$ cat src/angular_grid_ray_generator_unit_defines.svh
// ----------------------------------------------------------------------------
// Assertion macros
// Shared check macros for the ray generator; empty under synthesis.
// ----------------------------------------------------------------------------
`ifndef ANGULAR_GRID_RAY_GENERATOR_UNIT_DEFINES_SVH
`define ANGULAR_GRID_RAY_GENERATOR_UNIT_DEFINES_SVH

`ifndef SYNTHESIS
// same-cycle implication
`define AGRG_ASSERT_IMP(label, clk, rst_n, ante, cons) \
	label: assert property (@(posedge clk) disable iff (!rst_n) (ante) |-> (cons)) \
		else $error("%m: check failed");
// next-cycle implication
`define AGRG_ASSERT_NXT(label, clk, rst_n, ante, cons) \
	label: assert property (@(posedge clk) disable iff (!rst_n) (ante) |=> (cons)) \
		else $error("%m: check failed");
`else
`define AGRG_ASSERT_IMP(label, clk, rst_n, ante, cons)
`define AGRG_ASSERT_NXT(label, clk, rst_n, ante, cons)
`endif

`endif

$ cat src/agrg_pkg.sv
// ----------------------------------------------------------------------------
// Ray generator package
// Widths, fixed-point constants, microcode program and shared types.
// ----------------------------------------------------------------------------
package agrg_pkg;

	// field widths
	localparam int AP_W       = 16;
	localparam int CFG_CNT_W  = 11;
	localparam int CFG_IDX_W  = 3;
	localparam int CFG_DATA_W = 16;
	localparam int ANG_W      = 18;
	localparam int COMP_W     = 16;
	localparam int IDX_OUT_W  = 10;
	localparam int TRIG_W     = 32;
	localparam int CX_W       = 34;
	localparam int CZ_W       = 36;
	localparam int ITER_W     = 5;
	localparam int DIV_STEPS  = 16;

	localparam int MAX_POINTS_DEF   = 1024;
	localparam int CORDIC_STEPS_DEF = 16;

	// register indexes
	localparam logic [CFG_IDX_W-1:0] REG_H_APERTURE = 3'd0;
	localparam logic [CFG_IDX_W-1:0] REG_V_APERTURE = 3'd1;
	localparam logic [CFG_IDX_W-1:0] REG_H_COUNT    = 3'd2;
	localparam logic [CFG_IDX_W-1:0] REG_V_COUNT    = 3'd3;

	localparam logic [AP_W-1:0]      H_APERTURE_RST = 16'd8192;
	localparam logic [AP_W-1:0]      V_APERTURE_RST = 16'd8192;
	localparam logic [CFG_CNT_W-1:0] H_COUNT_RST    = 11'd1;
	localparam logic [CFG_CNT_W-1:0] V_COUNT_RST    = 11'd1;

	// Q2.30 constants
	localparam logic signed [CZ_W-1:0] TWO_PI_Q30   = 36'sd6746518852;
	localparam logic signed [CZ_W-1:0] PI_Q30       = 36'sd3373259426;
	localparam logic signed [CZ_W-1:0] NEG_PI_Q30   = -36'sd3373259426;
	localparam logic signed [CZ_W-1:0] HALF_PI_Q30  = 36'sd1686629713;
	localparam logic signed [CZ_W-1:0] NEG_HALF_PI  = -36'sd1686629713;
	localparam logic signed [CX_W-1:0] CORDIC_GAIN  = 34'sd652032874;

	// micro-operations
	localparam int OP_W = 5;
	localparam logic [OP_W-1:0] OP_NOP        = 5'd0;
	localparam logic [OP_W-1:0] OP_ACCEPT     = 5'd1;
	localparam logic [OP_W-1:0] OP_DIVH_INIT  = 5'd2;
	localparam logic [OP_W-1:0] OP_DIV_STEP   = 5'd3;
	localparam logic [OP_W-1:0] OP_DIVH_STORE = 5'd4;
	localparam logic [OP_W-1:0] OP_DIVV_STORE = 5'd5;
	localparam logic [OP_W-1:0] OP_LOAD_ZH    = 5'd6;
	localparam logic [OP_W-1:0] OP_LOAD_ZV    = 5'd7;
	localparam logic [OP_W-1:0] OP_RED_SUB    = 5'd8;
	localparam logic [OP_W-1:0] OP_RED_ADD    = 5'd9;
	localparam logic [OP_W-1:0] OP_FOLD       = 5'd10;
	localparam logic [OP_W-1:0] OP_CORDIC     = 5'd11;
	localparam logic [OP_W-1:0] OP_STORE_H    = 5'd12;
	localparam logic [OP_W-1:0] OP_STORE_V    = 5'd13;
	localparam logic [OP_W-1:0] OP_MUL_X      = 5'd14;
	localparam logic [OP_W-1:0] OP_MUL_Z      = 5'd15;
	localparam logic [OP_W-1:0] OP_EMIT       = 5'd16;

	// jump conditions
	localparam int COND_W = 3;
	localparam logic [COND_W-1:0] C_NEVER      = 3'd0;
	localparam logic [COND_W-1:0] C_ALWAYS     = 3'd1;
	localparam logic [COND_W-1:0] C_NO_REQ     = 3'd2;
	localparam logic [COND_W-1:0] C_NO_RESTART = 3'd3;
	localparam logic [COND_W-1:0] C_ITER_BUSY  = 3'd4;
	localparam logic [COND_W-1:0] C_Z_GT_PI    = 3'd5;
	localparam logic [COND_W-1:0] C_Z_LE_NPI   = 3'd6;
	localparam logic [COND_W-1:0] C_OUT_FULL   = 3'd7;

	// program addresses
	localparam int PC_W = 5;
	localparam logic [PC_W-1:0] PC_WAIT      = 5'd0;
	localparam logic [PC_W-1:0] PC_CHK_RST   = 5'd1;
	localparam logic [PC_W-1:0] PC_DIVH_INIT = 5'd2;
	localparam logic [PC_W-1:0] PC_DIVH_LOOP = 5'd3;
	localparam logic [PC_W-1:0] PC_DIVH_ST   = 5'd4;
	localparam logic [PC_W-1:0] PC_DIVV_LOOP = 5'd5;
	localparam logic [PC_W-1:0] PC_DIVV_ST   = 5'd6;
	localparam logic [PC_W-1:0] PC_H_LOAD    = 5'd7;
	localparam logic [PC_W-1:0] PC_H_SUB     = 5'd8;
	localparam logic [PC_W-1:0] PC_H_ADD     = 5'd9;
	localparam logic [PC_W-1:0] PC_H_FOLD    = 5'd10;
	localparam logic [PC_W-1:0] PC_H_ROT     = 5'd11;
	localparam logic [PC_W-1:0] PC_H_STORE   = 5'd12;
	localparam logic [PC_W-1:0] PC_V_LOAD    = 5'd13;
	localparam logic [PC_W-1:0] PC_V_SUB     = 5'd14;
	localparam logic [PC_W-1:0] PC_V_ADD     = 5'd15;
	localparam logic [PC_W-1:0] PC_V_FOLD    = 5'd16;
	localparam logic [PC_W-1:0] PC_V_ROT     = 5'd17;
	localparam logic [PC_W-1:0] PC_V_STORE   = 5'd18;
	localparam logic [PC_W-1:0] PC_MUL_X     = 5'd19;
	localparam logic [PC_W-1:0] PC_MUL_Z     = 5'd20;
	localparam logic [PC_W-1:0] PC_EMIT      = 5'd21;
	localparam logic [PC_W-1:0] PC_BACK      = 5'd22;

	typedef struct packed {
		logic [OP_W-1:0]   op;
		logic [COND_W-1:0] cond;
		logic [PC_W-1:0]   target;
	} uword_t;

	typedef struct packed {
		logic [OP_W-1:0]   op;
		logic [ITER_W-1:0] iter;
	} ctrl_t;

	typedef struct packed {
		logic req_valid;
		logic restart;
		logic out_full;
		logic z_gt_pi;
		logic z_le_npi;
	} status_t;

	// control store
	function automatic uword_t ucode_rom(input logic [PC_W-1:0] pc);
		uword_t w;
		case (pc)
			PC_WAIT:      w = '{OP_ACCEPT,     C_NO_REQ,     PC_WAIT};
			PC_CHK_RST:   w = '{OP_NOP,        C_NO_RESTART, PC_H_LOAD};
			PC_DIVH_INIT: w = '{OP_DIVH_INIT,  C_NEVER,      PC_WAIT};
			PC_DIVH_LOOP: w = '{OP_DIV_STEP,   C_ITER_BUSY,  PC_DIVH_LOOP};
			PC_DIVH_ST:   w = '{OP_DIVH_STORE, C_NEVER,      PC_WAIT};
			PC_DIVV_LOOP: w = '{OP_DIV_STEP,   C_ITER_BUSY,  PC_DIVV_LOOP};
			PC_DIVV_ST:   w = '{OP_DIVV_STORE, C_NEVER,      PC_WAIT};
			PC_H_LOAD:    w = '{OP_LOAD_ZH,    C_NEVER,      PC_WAIT};
			PC_H_SUB:     w = '{OP_RED_SUB,    C_Z_GT_PI,    PC_H_SUB};
			PC_H_ADD:     w = '{OP_RED_ADD,    C_Z_LE_NPI,   PC_H_ADD};
			PC_H_FOLD:    w = '{OP_FOLD,       C_NEVER,      PC_WAIT};
			PC_H_ROT:     w = '{OP_CORDIC,     C_ITER_BUSY,  PC_H_ROT};
			PC_H_STORE:   w = '{OP_STORE_H,    C_NEVER,      PC_WAIT};
			PC_V_LOAD:    w = '{OP_LOAD_ZV,    C_NEVER,      PC_WAIT};
			PC_V_SUB:     w = '{OP_RED_SUB,    C_Z_GT_PI,    PC_V_SUB};
			PC_V_ADD:     w = '{OP_RED_ADD,    C_Z_LE_NPI,   PC_V_ADD};
			PC_V_FOLD:    w = '{OP_FOLD,       C_NEVER,      PC_WAIT};
			PC_V_ROT:     w = '{OP_CORDIC,     C_ITER_BUSY,  PC_V_ROT};
			PC_V_STORE:   w = '{OP_STORE_V,    C_NEVER,      PC_WAIT};
			PC_MUL_X:     w = '{OP_MUL_X,      C_NEVER,      PC_WAIT};
			PC_MUL_Z:     w = '{OP_MUL_Z,      C_NEVER,      PC_WAIT};
			PC_EMIT:      w = '{OP_EMIT,       C_OUT_FULL,   PC_EMIT};
			PC_BACK:      w = '{OP_NOP,        C_ALWAYS,     PC_WAIT};
			default:      w = '{OP_NOP,        C_ALWAYS,     PC_WAIT};
		endcase
		return w;
	endfunction

	// atan(2^-i) in Q2.30
	function automatic logic [TRIG_W-1:0] atan_q30(input logic [ITER_W-1:0] i);
		logic [TRIG_W-1:0] a;
		case (i)
			5'd0:    a = 32'd843314857;
			5'd1:    a = 32'd497837829;
			5'd2:    a = 32'd263043837;
			5'd3:    a = 32'd133525159;
			5'd4:    a = 32'd67021687;
			5'd5:    a = 32'd33543516;
			5'd6:    a = 32'd16775851;
			5'd7:    a = 32'd8388437;
			5'd8:    a = 32'd4194283;
			5'd9:    a = 32'd2097149;
			5'd10:   a = 32'd1048576;
			5'd11:   a = 32'd524288;
			5'd12:   a = 32'd262144;
			5'd13:   a = 32'd131072;
			5'd14:   a = 32'd65536;
			5'd15:   a = 32'd32768;
			5'd16:   a = 32'd16384;
			5'd17:   a = 32'd8192;
			5'd18:   a = 32'd4096;
			5'd19:   a = 32'd2048;
			5'd20:   a = 32'd1024;
			5'd21:   a = 32'd512;
			5'd22:   a = 32'd256;
			5'd23:   a = 32'd128;
			default: a = '0;
		endcase
		return a;
	endfunction

endpackage

$ cat src/agrg_ifs.sv
// ----------------------------------------------------------------------------
// Ray generator channels
// Request and ray channels, valid/ready with payload.
// ----------------------------------------------------------------------------
interface agrg_req_if;
	logic valid;
	logic ready;
	logic restart;

	modport source (output valid, output restart, input ready);
	modport sink (input valid, input restart, output ready);
endinterface

interface agrg_ray_if import agrg_pkg::*; ();
	logic                     valid;
	logic                     ready;
	logic signed [COMP_W-1:0] ray_x;
	logic signed [COMP_W-1:0] ray_y;
	logic signed [COMP_W-1:0] ray_z;
	logic [IDX_OUT_W-1:0]     column;
	logic [IDX_OUT_W-1:0]     row;
	logic                     last;

	modport source (output valid, output ray_x, output ray_y, output ray_z,
		output column, output row, output last, input ready);
	modport sink (input valid, input ray_x, input ray_y, input ray_z,
		input column, input row, input last, output ready);
endinterface

$ cat src/agrg_divider.sv
// ----------------------------------------------------------------------------
// Step divider
// Restoring divider, one quotient bit per cycle while step is high, for the angle steps.
// ----------------------------------------------------------------------------
module agrg_divider import agrg_pkg::*; #(
	parameter int DIVISOR_W = 11
) (
	input  logic                 clk,
	input  logic                 load,
	input  logic                 step,
	input  logic [AP_W-1:0]      dividend,
	input  logic [DIVISOR_W-1:0] divisor,
	output logic [AP_W-1:0]      quotient
);

	logic [DIVISOR_W-1:0] div_q;
	logic [DIVISOR_W-1:0] rem_q;
	logic [AP_W-1:0]      quot_q;
	logic [DIVISOR_W:0]   rem_sh;
	logic                 fits;

	assign rem_sh = {rem_q, quot_q[AP_W-1]};
	assign fits   = rem_sh >= {1'b0, div_q};

	always_ff @(posedge clk) begin
		if (load) begin
			div_q  <= divisor;
			rem_q  <= '0;
			quot_q <= dividend;
		end else if (step) begin
			// dividend bits shift out of the top as quotient bits shift in
			if (fits) begin
				rem_q <= DIVISOR_W'(rem_sh - {1'b0, div_q});
			end else begin
				rem_q <= rem_sh[DIVISOR_W-1:0];
			end
			quot_q <= {quot_q[AP_W-2:0], fits};
		end
	end

	assign quotient = quot_q;

endmodule

$ cat src/agrg_cordic.sv
// ----------------------------------------------------------------------------
// Sine/cosine unit
// Angle range reduction and rotation-mode CORDIC, one step per cycle while ctrl.op is OP_CORDIC.
// ----------------------------------------------------------------------------
module agrg_cordic import agrg_pkg::*; (
	input  logic                     clk,
	input  ctrl_t                    ctrl,
	input  logic [ANG_W-1:0]         angle,
	output logic                     z_gt_pi,
	output logic                     z_le_npi,
	output logic signed [TRIG_W-1:0] sin_val,
	output logic signed [TRIG_W-1:0] cos_val
);

	logic signed [CZ_W-1:0] z_q;
	logic signed [CX_W-1:0] x_q;
	logic signed [CX_W-1:0] y_q;
	logic                   neg_q;
	logic signed [CX_W-1:0] dx;
	logic signed [CX_W-1:0] dy;
	logic signed [CZ_W-1:0] atan_e;

	assign dx     = y_q >>> ctrl.iter;
	assign dy     = x_q >>> ctrl.iter;
	assign atan_e = CZ_W'(atan_q30(ctrl.iter));

	assign z_gt_pi  = z_q > PI_Q30;
	assign z_le_npi = z_q <= NEG_PI_Q30;

	always_ff @(posedge clk) begin
		case (ctrl.op)
			OP_LOAD_ZH, OP_LOAD_ZV: begin
				// Q3.13 to Q2.30
				z_q   <= $signed({angle[ANG_W-1], angle, 17'b0});
				neg_q <= 1'b0;
			end
			OP_RED_SUB: begin
				if (z_gt_pi) begin
					z_q <= z_q - TWO_PI_Q30;
				end
			end
			OP_RED_ADD: begin
				if (z_le_npi) begin
					z_q <= z_q + TWO_PI_Q30;
				end
			end
			OP_FOLD: begin
				// outside +-pi/2: rotate by pi, negate both results later
				if (z_q > HALF_PI_Q30) begin
					z_q   <= z_q - PI_Q30;
					neg_q <= 1'b1;
				end else if (z_q < NEG_HALF_PI) begin
					z_q   <= z_q + PI_Q30;
					neg_q <= 1'b1;
				end
				x_q <= CORDIC_GAIN;
				y_q <= '0;
			end
			OP_CORDIC: begin
				if (!z_q[CZ_W-1]) begin
					x_q <= x_q - dx;
					y_q <= y_q + dy;
					z_q <= z_q - atan_e;
				end else begin
					x_q <= x_q + dx;
					y_q <= y_q - dy;
					z_q <= z_q + atan_e;
				end
			end
			default: begin
			end
		endcase
	end

	assign sin_val = TRIG_W'(neg_q ? -y_q : y_q);
	assign cos_val = TRIG_W'(neg_q ? -x_q : x_q);

endmodule

$ cat src/agrg_sequencer.sv
// ----------------------------------------------------------------------------
// Microcode sequencer
// Program counter, loop counter and jump logic over the control store.
// ----------------------------------------------------------------------------
`include "angular_grid_ray_generator_unit_defines.svh"

module agrg_sequencer import agrg_pkg::*; #(
	parameter int CORDIC_STEPS = CORDIC_STEPS_DEF
) (
	input  logic    clk,
	input  logic    arst_n,
	input  status_t status,
	output ctrl_t   ctrl
);

	logic [PC_W-1:0]   pc_q;
	logic [ITER_W-1:0] iter_q;
	uword_t            uw;
	logic              iter_busy;
	logic              take_jump;

	assign uw = ucode_rom(pc_q);

	assign iter_busy = (uw.op == OP_DIV_STEP) ? (iter_q != ITER_W'(DIV_STEPS - 1))
		: (iter_q != ITER_W'(CORDIC_STEPS - 1));

	always_comb begin
		case (uw.cond)
			C_NEVER:      take_jump = 1'b0;
			C_ALWAYS:     take_jump = 1'b1;
			C_NO_REQ:     take_jump = !status.req_valid;
			C_NO_RESTART: take_jump = !status.restart;
			C_ITER_BUSY:  take_jump = iter_busy;
			C_Z_GT_PI:    take_jump = status.z_gt_pi;
			C_Z_LE_NPI:   take_jump = status.z_le_npi;
			C_OUT_FULL:   take_jump = status.out_full;
			default:      take_jump = 1'b0;
		endcase
	end

	always_ff @(posedge clk or negedge arst_n) begin
		if (!arst_n) begin
			pc_q   <= PC_WAIT;
			iter_q <= '0;
		end else begin
			pc_q <= take_jump ? uw.target : pc_q + 1'b1;
			case (uw.op)
				OP_DIVH_INIT, OP_DIVH_STORE, OP_FOLD: iter_q <= '0;
				OP_DIV_STEP, OP_CORDIC:               iter_q <= iter_q + 1'b1;
				default: begin
				end
			endcase
		end
	end

	assign ctrl.op   = uw.op;
	assign ctrl.iter = iter_q;

	`AGRG_ASSERT_IMP(a_cordic_iter_range, clk, arst_n, uw.op == OP_CORDIC, iter_q < ITER_W'(CORDIC_STEPS))
	`AGRG_ASSERT_IMP(a_div_iter_range, clk, arst_n, uw.op == OP_DIV_STEP, iter_q < ITER_W'(DIV_STEPS))
	`AGRG_ASSERT_NXT(a_accept_advances, clk, arst_n, uw.op == OP_ACCEPT && status.req_valid, pc_q == PC_CHK_RST)

endmodule

$ cat src/angular_grid_ray_generator_unit.sv
// ----------------------------------------------------------------------------
// Angular grid ray generator
// Each request returns the next unit ray (Q1.14) of a column-major scan grid
// over the configured apertures, computed by two passes, each with angle
// wrap-round, through the single shared CORDIC; a restart request, and the
// first one after reset, also runs the two step divisions (one quotient bit
// per cycle). The next request is taken once the result sits in the output
// register, which then waits for the ray side to take it.
// ----------------------------------------------------------------------------
`include "angular_grid_ray_generator_unit_defines.svh"

module angular_grid_ray_generator_unit import agrg_pkg::*; #(
	parameter int MAX_POINTS   = MAX_POINTS_DEF,
	parameter int CORDIC_STEPS = CORDIC_STEPS_DEF
) (
	input  logic                  clk,
	input  logic                  arst_n,
	input  logic                  cfg_write,
	input  logic [CFG_IDX_W-1:0]  cfg_index,
	input  logic [CFG_DATA_W-1:0] cfg_data,
	agrg_req_if.sink              req,
	agrg_ray_if.source            ray
);

	localparam int IDX_W = $clog2(MAX_POINTS);
	localparam int CNT_W = $clog2(MAX_POINTS + 1);

	// configuration
	logic [AP_W-1:0]      h_ap_q;
	logic [AP_W-1:0]      v_ap_q;
	logic [CFG_CNT_W-1:0] h_cnt_q;
	logic [CFG_CNT_W-1:0] v_cnt_q;

	// scan state
	logic [IDX_W-1:0] col_q;
	logic [IDX_W-1:0] row_q;
	logic [ANG_W-1:0] h_ang_q;
	logic [ANG_W-1:0] v_ang_q;
	logic [AP_W-1:0]  h_step_q;
	logic [AP_W-1:0]  v_step_q;
	logic             started_q;
	logic             restart_q;

	// datapath
	logic signed [TRIG_W-1:0]   sa_q;
	logic signed [TRIG_W-1:0]   ca_q;
	logic signed [TRIG_W-1:0]   sb_q;
	logic signed [TRIG_W-1:0]   cb_q;
	logic signed [2*TRIG_W-1:0] prod_q;
	logic signed [COMP_W-1:0]   xres_q;

	// output register
	logic                     out_valid_q;
	logic signed [COMP_W-1:0] out_x_q;
	logic signed [COMP_W-1:0] out_y_q;
	logic signed [COMP_W-1:0] out_z_q;
	logic [IDX_OUT_W-1:0]     out_col_q;
	logic [IDX_OUT_W-1:0]     out_row_q;
	logic                     out_last_q;

	ctrl_t                    ctrl;
	status_t                  status;
	logic [CNT_W-1:0]         hc;
	logic [CNT_W-1:0]         vc;
	logic [CNT_W-1:0]         col_nx;
	logic [CNT_W-1:0]         row_nx;
	logic                     last_w;
	logic                     accept;
	logic                     emit;
	logic                     div_load;
	logic [AP_W-1:0]          div_dividend;
	logic [CNT_W-1:0]         div_divisor;
	logic [AP_W-1:0]          quotient;
	logic [ANG_W-1:0]         cordic_ang;
	logic                     z_gt_pi;
	logic                     z_le_npi;
	logic signed [TRIG_W-1:0] sin_val;
	logic signed [TRIG_W-1:0] cos_val;
	logic signed [TRIG_W-1:0] mul_a;
	logic signed [2*TRIG_W-1:0] mul_p;
	logic signed [2*TRIG_W-1:0] prod_rnd;
	logic signed [TRIG_W:0]     y_rnd;

	function automatic logic [CNT_W-1:0] clamp_count(input logic [CFG_CNT_W-1:0] c);
		logic [CNT_W-1:0] r;
		if (c == '0) begin
			r = CNT_W'(1);
		end else if (int'(c) > MAX_POINTS) begin
			r = CNT_W'(MAX_POINTS);
		end else begin
			r = CNT_W'(c);
		end
		return r;
	endfunction

	// minus half the aperture, odd LSB dropped
	function automatic logic [ANG_W-1:0] start_angle(input logic [AP_W-1:0] ap);
		return ANG_W'(0) - ANG_W'(ap >> 1);
	endfunction

	function automatic logic signed [COMP_W-1:0] clamp_q14(input logic signed [17:0] v);
		logic signed [COMP_W-1:0] r;
		if (v > 18'sd16384) begin
			r = 16'sd16384;
		end else if (v < -18'sd16384) begin
			r = -16'sd16384;
		end else begin
			r = COMP_W'(v);
		end
		return r;
	endfunction

	assign hc = clamp_count(h_cnt_q);
	assign vc = clamp_count(v_cnt_q);

	assign col_nx = CNT_W'(col_q) + CNT_W'(1);
	assign row_nx = CNT_W'(row_q) + CNT_W'(1);
	assign last_w = (col_nx >= hc) && (row_nx >= vc);

	assign req.ready = (ctrl.op == OP_ACCEPT);
	assign accept    = req.valid && req.ready;
	assign emit      = (ctrl.op == OP_EMIT) && !status.out_full;

	assign status.req_valid = req.valid;
	assign status.restart   = restart_q;
	assign status.out_full  = out_valid_q && !ray.ready;
	assign status.z_gt_pi   = z_gt_pi;
	assign status.z_le_npi  = z_le_npi;

	agrg_sequencer #(
		.CORDIC_STEPS(CORDIC_STEPS)
	) u_seq (
		.clk    (clk),
		.arst_n (arst_n),
		.status (status),
		.ctrl   (ctrl)
	);

	// horizontal division is loaded first, vertical one as it stores
	assign div_load     = (ctrl.op == OP_DIVH_INIT) || (ctrl.op == OP_DIVH_STORE);
	assign div_dividend = (ctrl.op == OP_DIVH_INIT) ? h_ap_q : v_ap_q;
	assign div_divisor  = (ctrl.op == OP_DIVH_INIT) ? hc - CNT_W'(1) : vc - CNT_W'(1);

	agrg_divider #(
		.DIVISOR_W(CNT_W)
	) u_div (
		.clk      (clk),
		.load     (div_load),
		.step     (ctrl.op == OP_DIV_STEP),
		.dividend (div_dividend),
		.divisor  (div_divisor),
		.quotient (quotient)
	);

	assign cordic_ang = (ctrl.op == OP_LOAD_ZV) ? v_ang_q : h_ang_q;

	agrg_cordic u_cordic (
		.clk      (clk),
		.ctrl     (ctrl),
		.angle    (cordic_ang),
		.z_gt_pi  (z_gt_pi),
		.z_le_npi (z_le_npi),
		.sin_val  (sin_val),
		.cos_val  (cos_val)
	);

	// one multiplier: cos(b)*sin(a), then cos(b)*cos(a)
	assign mul_a    = (ctrl.op == OP_MUL_Z) ? ca_q : sa_q;
	assign mul_p    = mul_a * cb_q;
	assign prod_rnd = prod_q + 64'sd35184372088832;
	assign y_rnd    = (TRIG_W + 1)'(sb_q) + 33'sd32768;

	always_ff @(posedge clk or negedge arst_n) begin
		if (!arst_n) begin
			h_ap_q  <= H_APERTURE_RST;
			v_ap_q  <= V_APERTURE_RST;
			h_cnt_q <= H_COUNT_RST;
			v_cnt_q <= V_COUNT_RST;
		end else if (cfg_write) begin
			case (cfg_index)
				REG_H_APERTURE: h_ap_q  <= cfg_data;
				REG_V_APERTURE: v_ap_q  <= cfg_data;
				REG_H_COUNT:    h_cnt_q <= cfg_data[CFG_CNT_W-1:0];
				REG_V_COUNT:    v_cnt_q <= cfg_data[CFG_CNT_W-1:0];
				default: begin
				end
			endcase
		end
	end

	always_ff @(posedge clk or negedge arst_n) begin
		if (!arst_n) begin
			col_q     <= '0;
			row_q     <= '0;
			h_ang_q   <= '0;
			v_ang_q   <= '0;
			h_step_q  <= '0;
			v_step_q  <= '0;
			started_q <= 1'b0;
			restart_q <= 1'b0;
		end else begin
			if (accept) begin
				restart_q <= req.restart || !started_q;
			end
			case (ctrl.op)
				OP_DIVH_INIT: begin
					col_q     <= '0;
					row_q     <= '0;
					h_ang_q   <= start_angle(h_ap_q);
					v_ang_q   <= start_angle(v_ap_q);
					started_q <= 1'b1;
				end
				OP_DIVH_STORE: h_step_q <= (hc < CNT_W'(2)) ? '0 : quotient;
				OP_DIVV_STORE: v_step_q <= (vc < CNT_W'(2)) ? '0 : quotient;
				OP_EMIT: begin
					if (emit) begin
						// counts are read live: an index past its count ends the walk
						if (row_nx < vc) begin
							row_q   <= IDX_W'(row_nx);
							v_ang_q <= v_ang_q + ANG_W'(v_step_q);
						end else begin
							row_q   <= '0;
							v_ang_q <= start_angle(v_ap_q);
							if (col_nx < hc) begin
								col_q   <= IDX_W'(col_nx);
								h_ang_q <= h_ang_q + ANG_W'(h_step_q);
							end else begin
								col_q   <= '0;
								h_ang_q <= start_angle(h_ap_q);
							end
						end
					end
				end
				default: begin
				end
			endcase
		end
	end

	always_ff @(posedge clk) begin
		case (ctrl.op)
			OP_STORE_H: begin
				sa_q <= sin_val;
				ca_q <= cos_val;
			end
			OP_STORE_V: begin
				sb_q <= sin_val;
				cb_q <= cos_val;
			end
			OP_MUL_X: prod_q <= mul_p;
			OP_MUL_Z: begin
				xres_q <= clamp_q14(prod_rnd[2*TRIG_W-1:46]);
				prod_q <= mul_p;
			end
			default: begin
			end
		endcase
	end

	always_ff @(posedge clk or negedge arst_n) begin
		if (!arst_n) begin
			out_valid_q <= 1'b0;
		end else if (emit) begin
			out_valid_q <= 1'b1;
		end else if (ray.ready) begin
			out_valid_q <= 1'b0;
		end
	end

	always_ff @(posedge clk) begin
		if (emit) begin
			out_x_q    <= xres_q;
			out_y_q    <= clamp_q14({y_rnd[TRIG_W], y_rnd[TRIG_W:16]});
			out_z_q    <= clamp_q14(prod_rnd[2*TRIG_W-1:46]);
			out_col_q  <= IDX_OUT_W'(col_q);
			out_row_q  <= IDX_OUT_W'(row_q);
			out_last_q <= last_w;
		end
	end

	assign ray.valid  = out_valid_q;
	assign ray.ray_x  = out_x_q;
	assign ray.ray_y  = out_y_q;
	assign ray.ray_z  = out_z_q;
	assign ray.column = out_col_q;
	assign ray.row    = out_row_q;
	assign ray.last   = out_last_q;

	`AGRG_ASSERT_NXT(a_valid_only_from_emit, clk, arst_n, !out_valid_q && ctrl.op != OP_EMIT, !out_valid_q)
	`AGRG_ASSERT_IMP(a_emit_after_start, clk, arst_n, ctrl.op == OP_EMIT, started_q)

endmodule
$ cat src/flat_wrapper.sv
// flat-port wrapper written by rule: the top's interface ports become plain ports
module angular_grid_ray_generator_unit_flat import agrg_pkg::*;
#(
	parameter int MAX_POINTS   = MAX_POINTS_DEF,
	parameter int CORDIC_STEPS = CORDIC_STEPS_DEF
)
  (clk, arst_n, cfg_write, cfg_index, cfg_data, req_valid, req_restart, req_ready, ray_valid, ray_ray_x, ray_ray_y, ray_ray_z, ray_column, ray_row, ray_last, ray_ready);
  agrg_req_if req_i ();
  agrg_ray_if ray_i ();
  input  logic clk;
  input  logic arst_n;
  input  logic cfg_write;
  input  logic [CFG_IDX_W-1:0] cfg_index;
  input  logic [CFG_DATA_W-1:0] cfg_data;
  input wire logic [$bits(req_i.valid)-1:0] req_valid;
  input wire logic [$bits(req_i.restart)-1:0] req_restart;
  output wire logic [$bits(req_i.ready)-1:0] req_ready;
  output wire logic [$bits(ray_i.valid)-1:0] ray_valid;
  output wire logic [$bits(ray_i.ray_x)-1:0] ray_ray_x;
  output wire logic [$bits(ray_i.ray_y)-1:0] ray_ray_y;
  output wire logic [$bits(ray_i.ray_z)-1:0] ray_ray_z;
  output wire logic [$bits(ray_i.column)-1:0] ray_column;
  output wire logic [$bits(ray_i.row)-1:0] ray_row;
  output wire logic [$bits(ray_i.last)-1:0] ray_last;
  input wire logic [$bits(ray_i.ready)-1:0] ray_ready;
  assign req_i.valid = req_valid;
  assign req_i.restart = req_restart;
  assign req_ready = req_i.ready;
  assign ray_valid = ray_i.valid;
  assign ray_ray_x = ray_i.ray_x;
  assign ray_ray_y = ray_i.ray_y;
  assign ray_ray_z = ray_i.ray_z;
  assign ray_column = ray_i.column;
  assign ray_row = ray_i.row;
  assign ray_last = ray_i.last;
  assign ray_i.ready = ray_ready;
  angular_grid_ray_generator_unit #(.MAX_POINTS(MAX_POINTS), .CORDIC_STEPS(CORDIC_STEPS)) u_core (.clk(clk), .arst_n(arst_n), .cfg_write(cfg_write), .cfg_index(cfg_index), .cfg_data(cfg_data), .req(req_i), .ray(ray_i));
endmodule
$ cat config.mk
export PLATFORM = sky130hd
export DESIGN_NAME = angular_grid_ray_generator_unit_flat
export DESIGN_NICKNAME = d
export VERILOG_FILES = /design/src/agrg_pkg.sv /design/src/agrg_ifs.sv /design/src/agrg_divider.sv /design/src/agrg_cordic.sv /design/src/agrg_sequencer.sv /design/src/angular_grid_ray_generator_unit.sv /design/src/flat_wrapper.sv
export VERILOG_INCLUDE_DIRS = /design/src /design/src/src
export SDC_FILE = /design/constraint.sdc
export NUM_CORES = 2
export LEC_CHECK = 0
export BUFFER_PORTS_ARGS = -buffer_cell sky130_fd_sc_hd__buf_2
export CAP_MARGIN = 10
export CELL_PAD_IN_SITES_DETAIL_PLACEMENT = 0
export CELL_PAD_IN_SITES_GLOBAL_PLACEMENT = 1
export CORE_MARGIN = 2
export CORE_UTILIZATION = 30
export CTS_BUF_LIST = sky130_fd_sc_hd__clkbuf_8
export DETAILED_ROUTE_END_ITERATION = 10
export PLACE_DENSITY = 0.59
export SKIP_CTS_REPAIR_TIMING = 1
export SLEW_MARGIN = 20
export SYNTH_ARGS = -nofsm -noshare
export SYNTH_HDL_FRONTEND = slang
export SYNTH_SLANG_ARGS = --single-unit
export TNS_END_PERCENT = 100
$ cat constraint.sdc
create_clock -name clk -period 31 [get_ports clk]
set_input_delay 3.1 -clock clk [delete_from_list [all_inputs] [get_ports clk]]
set_output_delay 3.1 -clock clk [all_outputs]
set_load 0.005 [all_outputs]
==> results.md <==
* Initial antenna violation count at 7
* Initial Util at 0.3017
* Number of vias in the routed layout at 55301
* Detailed-placement wirelength estimate at roughly 170 mm
* CP required at 31530 ps
* Post-synth ARST share at 0.3010
* CTS tree: done
* Antenna-violating nets left at 0
* Crit end category: flip-flop
* Largest net degree at the start of global routing at between 100 and 150
* Rel. slew slack at 0.2056
* Post-Syn Area at 0.07412 mm²
* Fin. Hold Viols at 0
* Drt first pass iters at 6
* Share of layout cells above drive strength 1 at 0.08243
* Fmax at 84.23 MHz
* WP buf/inv at 6
* Routed length on met3 at between 9 and 10 mm
* Footprint of the multi-input gates at 0.05389 mm²
* Uppermost layer routed: met5
* CP startpoint kind: flip-flop
* Crit path launch: u_core.u_seq.pc_q[2]$_DFF_PN0_
* Port Buf Inserts at 95
* Most frequent CP cell: fa_1
* Num Clock Sinks at between 500 and 600
* Reg-to-reg endpoint: u_core.prod_q[63]$_DFFE_PP_
* Met2 wire len at roughly 110 mm
* Total Wirelength at roughly 230 mm
* Most used DFF post-synth: edfxtp_1
* Total CTS buffers at 92
* Root buffer cell: clkbuf_8
* Die Wd at 501.1 µm
* Yosys warns at 0
* Net Count, Synth at 9294
* Synth unique cells at about 100
* Slowest stage delay, CP at just under 900 ps
* First-pass GRT wire length at 362.0 mm
* I/O pin count at 96
* Post-detailed-route DRC marker count at 0
* Syn avg cell area at approximately 9.5 µm²
* Worst r2r src: u_core.u_seq.pc_q[2]$_DFF_PN0_
* Area growth syn-to-layout at 7.974%
* Crit path kind: flip-flop to flip-flop
* Worst EP arrival at 12400 ps
* Clk_skew at 67.96 ps
* GR Overflow Total at 0
* # rows at 182
* CTS Buffer Depth at 3
* R2r setup slk at approximately 19000 ps
* Status: completed
* Vias in the first global route at 59388
* H-Tree Depth at 3
* Iteration-0 DRC Markers at between 3000 and 4000
* Min Tclk post-route at 11870 ps
* GPL Wtd Cong at 0.8738
* WL met1 at ~100 mm
* Post-DP Area at 0.07805 mm²
* Reg2Reg Depth at 29
* Die H at 501.1 µm
* Fin. max-slew vios at 0
* Wire per inst at between 20 and 25 µm
* Clock Latency Late Sink at 830 ps
* Design area at 0.08003 mm²
* Crit path depth at 29
* CP Max Fanout at 33
* Core footprint at 0.2457 mm²
* Final Cycle Share at 0.3830
* Storage cell area at 0.01459 mm²
* CP endpoint: u_core.prod_q[63]$_DFFE_PP_
* Post-route setup TNS at 0 ps
* Vias/cell at 5.036
* # Max-Cap Violations at 0
* GRT Total Usage at 0.1861
* Post-synthesis sequential area ratio at 0.1968
* Cells after synthesis at about 7800
* Actual slew at the worst max-slew pin at 1192 ps
* Number of synthesized flops with an enable pin at approximately 350
* Reg clk slew, reported paths at approximately 60 ps
* Nets at 9199
* Fillers at approximately 25000
* Cell family with the largest share of critical-path delay: adder cells
* Die area at 0.2511 mm²
* Final setup vio count at 0
* Slowest-stage cell, CP: fa_1
* Unrepaired setup endpoints after global routing: false
* Hold WC Path Type: flip-flop to flip-flop
* Yosys reg bits at 515
* Utilization after layout at 0.3257
[cells by family after synthesis]
group / Yosys count / share of synthesized area
XOR/XNOR: 435 / 0.05140
AO/OA/AOI/OAI: 1194 / 0.1019
multiplexers: 293 / 0.05608
flip-flops: 515 / 0.1968
buffers and inverters: 1517 / 0.07807
adder cells (fa/ha/maj): 1499 / 0.3632
AND/OR/NAND/NOR: 2317 / 0.1526
[per-stage QoR]
step | setup slack (ps) | hold slack (ps) | std cells
after floorplan | 20770 | 400.3 | 7770
after global placement | 19080 | 403.3 | 10800
after detailed placement | 19140 | 404.5 | 10800
after CTS | 19080 | 391.8 | 10971
after global routing | 18180 | 415.6 | 10975
final | 19130 | 398.0 | 10981
[cell usage after synthesis, drive strengths merged (33+ instances only)]
cell type	instances	share of area
buf	61	0.0043
mux4	83	0.025
dfrtp	151	0.051
nor2b	49	0.0041
nand3	114	0.0078
nor4	33	0.0033
nand2b	45	0.0038
nor3	76	0.0054
edfxtp	349	0.14
xor2	157	0.019
a21oi	346	0.023
ha	411	0.069
mux2	133	0.020
mux2i	77	0.010
and2	541	0.046
clkbuf	339	0.017
nor2	422	0.021
inv	1116	0.057
o21ai	284	0.019
and3	38	0.0032
fa	1088	0.29
a31oi	77	0.0065
a21o	118	0.012
a22o	38	0.0045
o21a	38	0.0038
xnor2	278	0.033
o31ai	37	0.0037
nand4	36	0.0030
nand2	842	0.043
[flip-flops by register name, indices dropped and copies added, names as in the netlist, 17 cells and up]
register / cells
u_core.ca_q: 32
u_core.u_cordic.y_q: 34
u_core.u_cordic.x_q: 34
u_core.v_ang_q: 18
u_core.sb_q: 17
u_core.cb_q: 32
u_core.u_cordic.z_q: 36
u_core.prod_q: 19
u_core.h_ang_q: 18
u_core.sa_q: 32
[cells in the final DEF (no fill, tap or decap), types with 49 or more instances in the layout]
master,synthesis,routed
buf_4,2,113
mux2i_1,77,77
mux2_2,131,131
a31oi_1,77,76
xnor2_1,278,278
ha_1,411,411
dfrtp_1,151,146
clkbuf_8,0,94
nand2_1,842,840
fa_1,1088,1087
a21oi_1,344,343
xor2_1,157,157
nand3_1,113,112
and2_1,540,540
mux4_2,79,79
buf_2,15,94
o21ai_0,280,279
nor2_1,421,414
nor2b_1,49,49
a21o_1,118,118
inv_1,1115,1137
nor3_1,74,72
edfxtp_1,349,349
[area by class of cell]
cell class,instances,share of cell area
multi-input combinational,5738,0.6733
sequential,515,0.1823
inverter,1117,0.05239
tap,3220,0.05034
timing repair buffer,211,0.01710
clock buffer,94,0.01617
clock inverter,77,0.008067
antenna,9,0.0002814
[how the worst min path moves through the flow]
stage	to	startpoint	slack (ps)	cells past startpoint
6_report	u_core.ray.ray_x[12]$_DFFE_PP_	u_core.xres_q[12]$_DFFE_PP_	400	0
3_3_place_gp	u_core.ray.ray_x[11]$_DFFE_PP_	u_core.xres_q[11]$_DFFE_PP_	400	0
2_1_floorplan	u_core.ray.ray_x[0]$_DFFE_PP_	u_core.xres_q[0]$_DFFE_PP_	400	0
3_5_place_dp	u_core.ray.ray_x[10]$_DFFE_PP_	u_core.xres_q[10]$_DFFE_PP_	400	0
5_1_grt	u_core.ray.ray_x[12]$_DFFE_PP_	u_core.xres_q[12]$_DFFE_PP_	420	0
4_1_cts	u_core.ray.ray_x[12]$_DFFE_PP_	u_core.xres_q[12]$_DFFE_PP_	390	0
[layer usage]
layer | GRT usage | up-vias
li1 | - | 25288
met2 | 0.3245 | 1240
met1 | 0.2411 | 28432
met4 | 0.05757 | 4
met5 | 0 | -
met3 | 0.01998 | 337
Power is not shown: default switching activity piles up to over one toggle a cycle in this logic, so the estimate is an artifact.
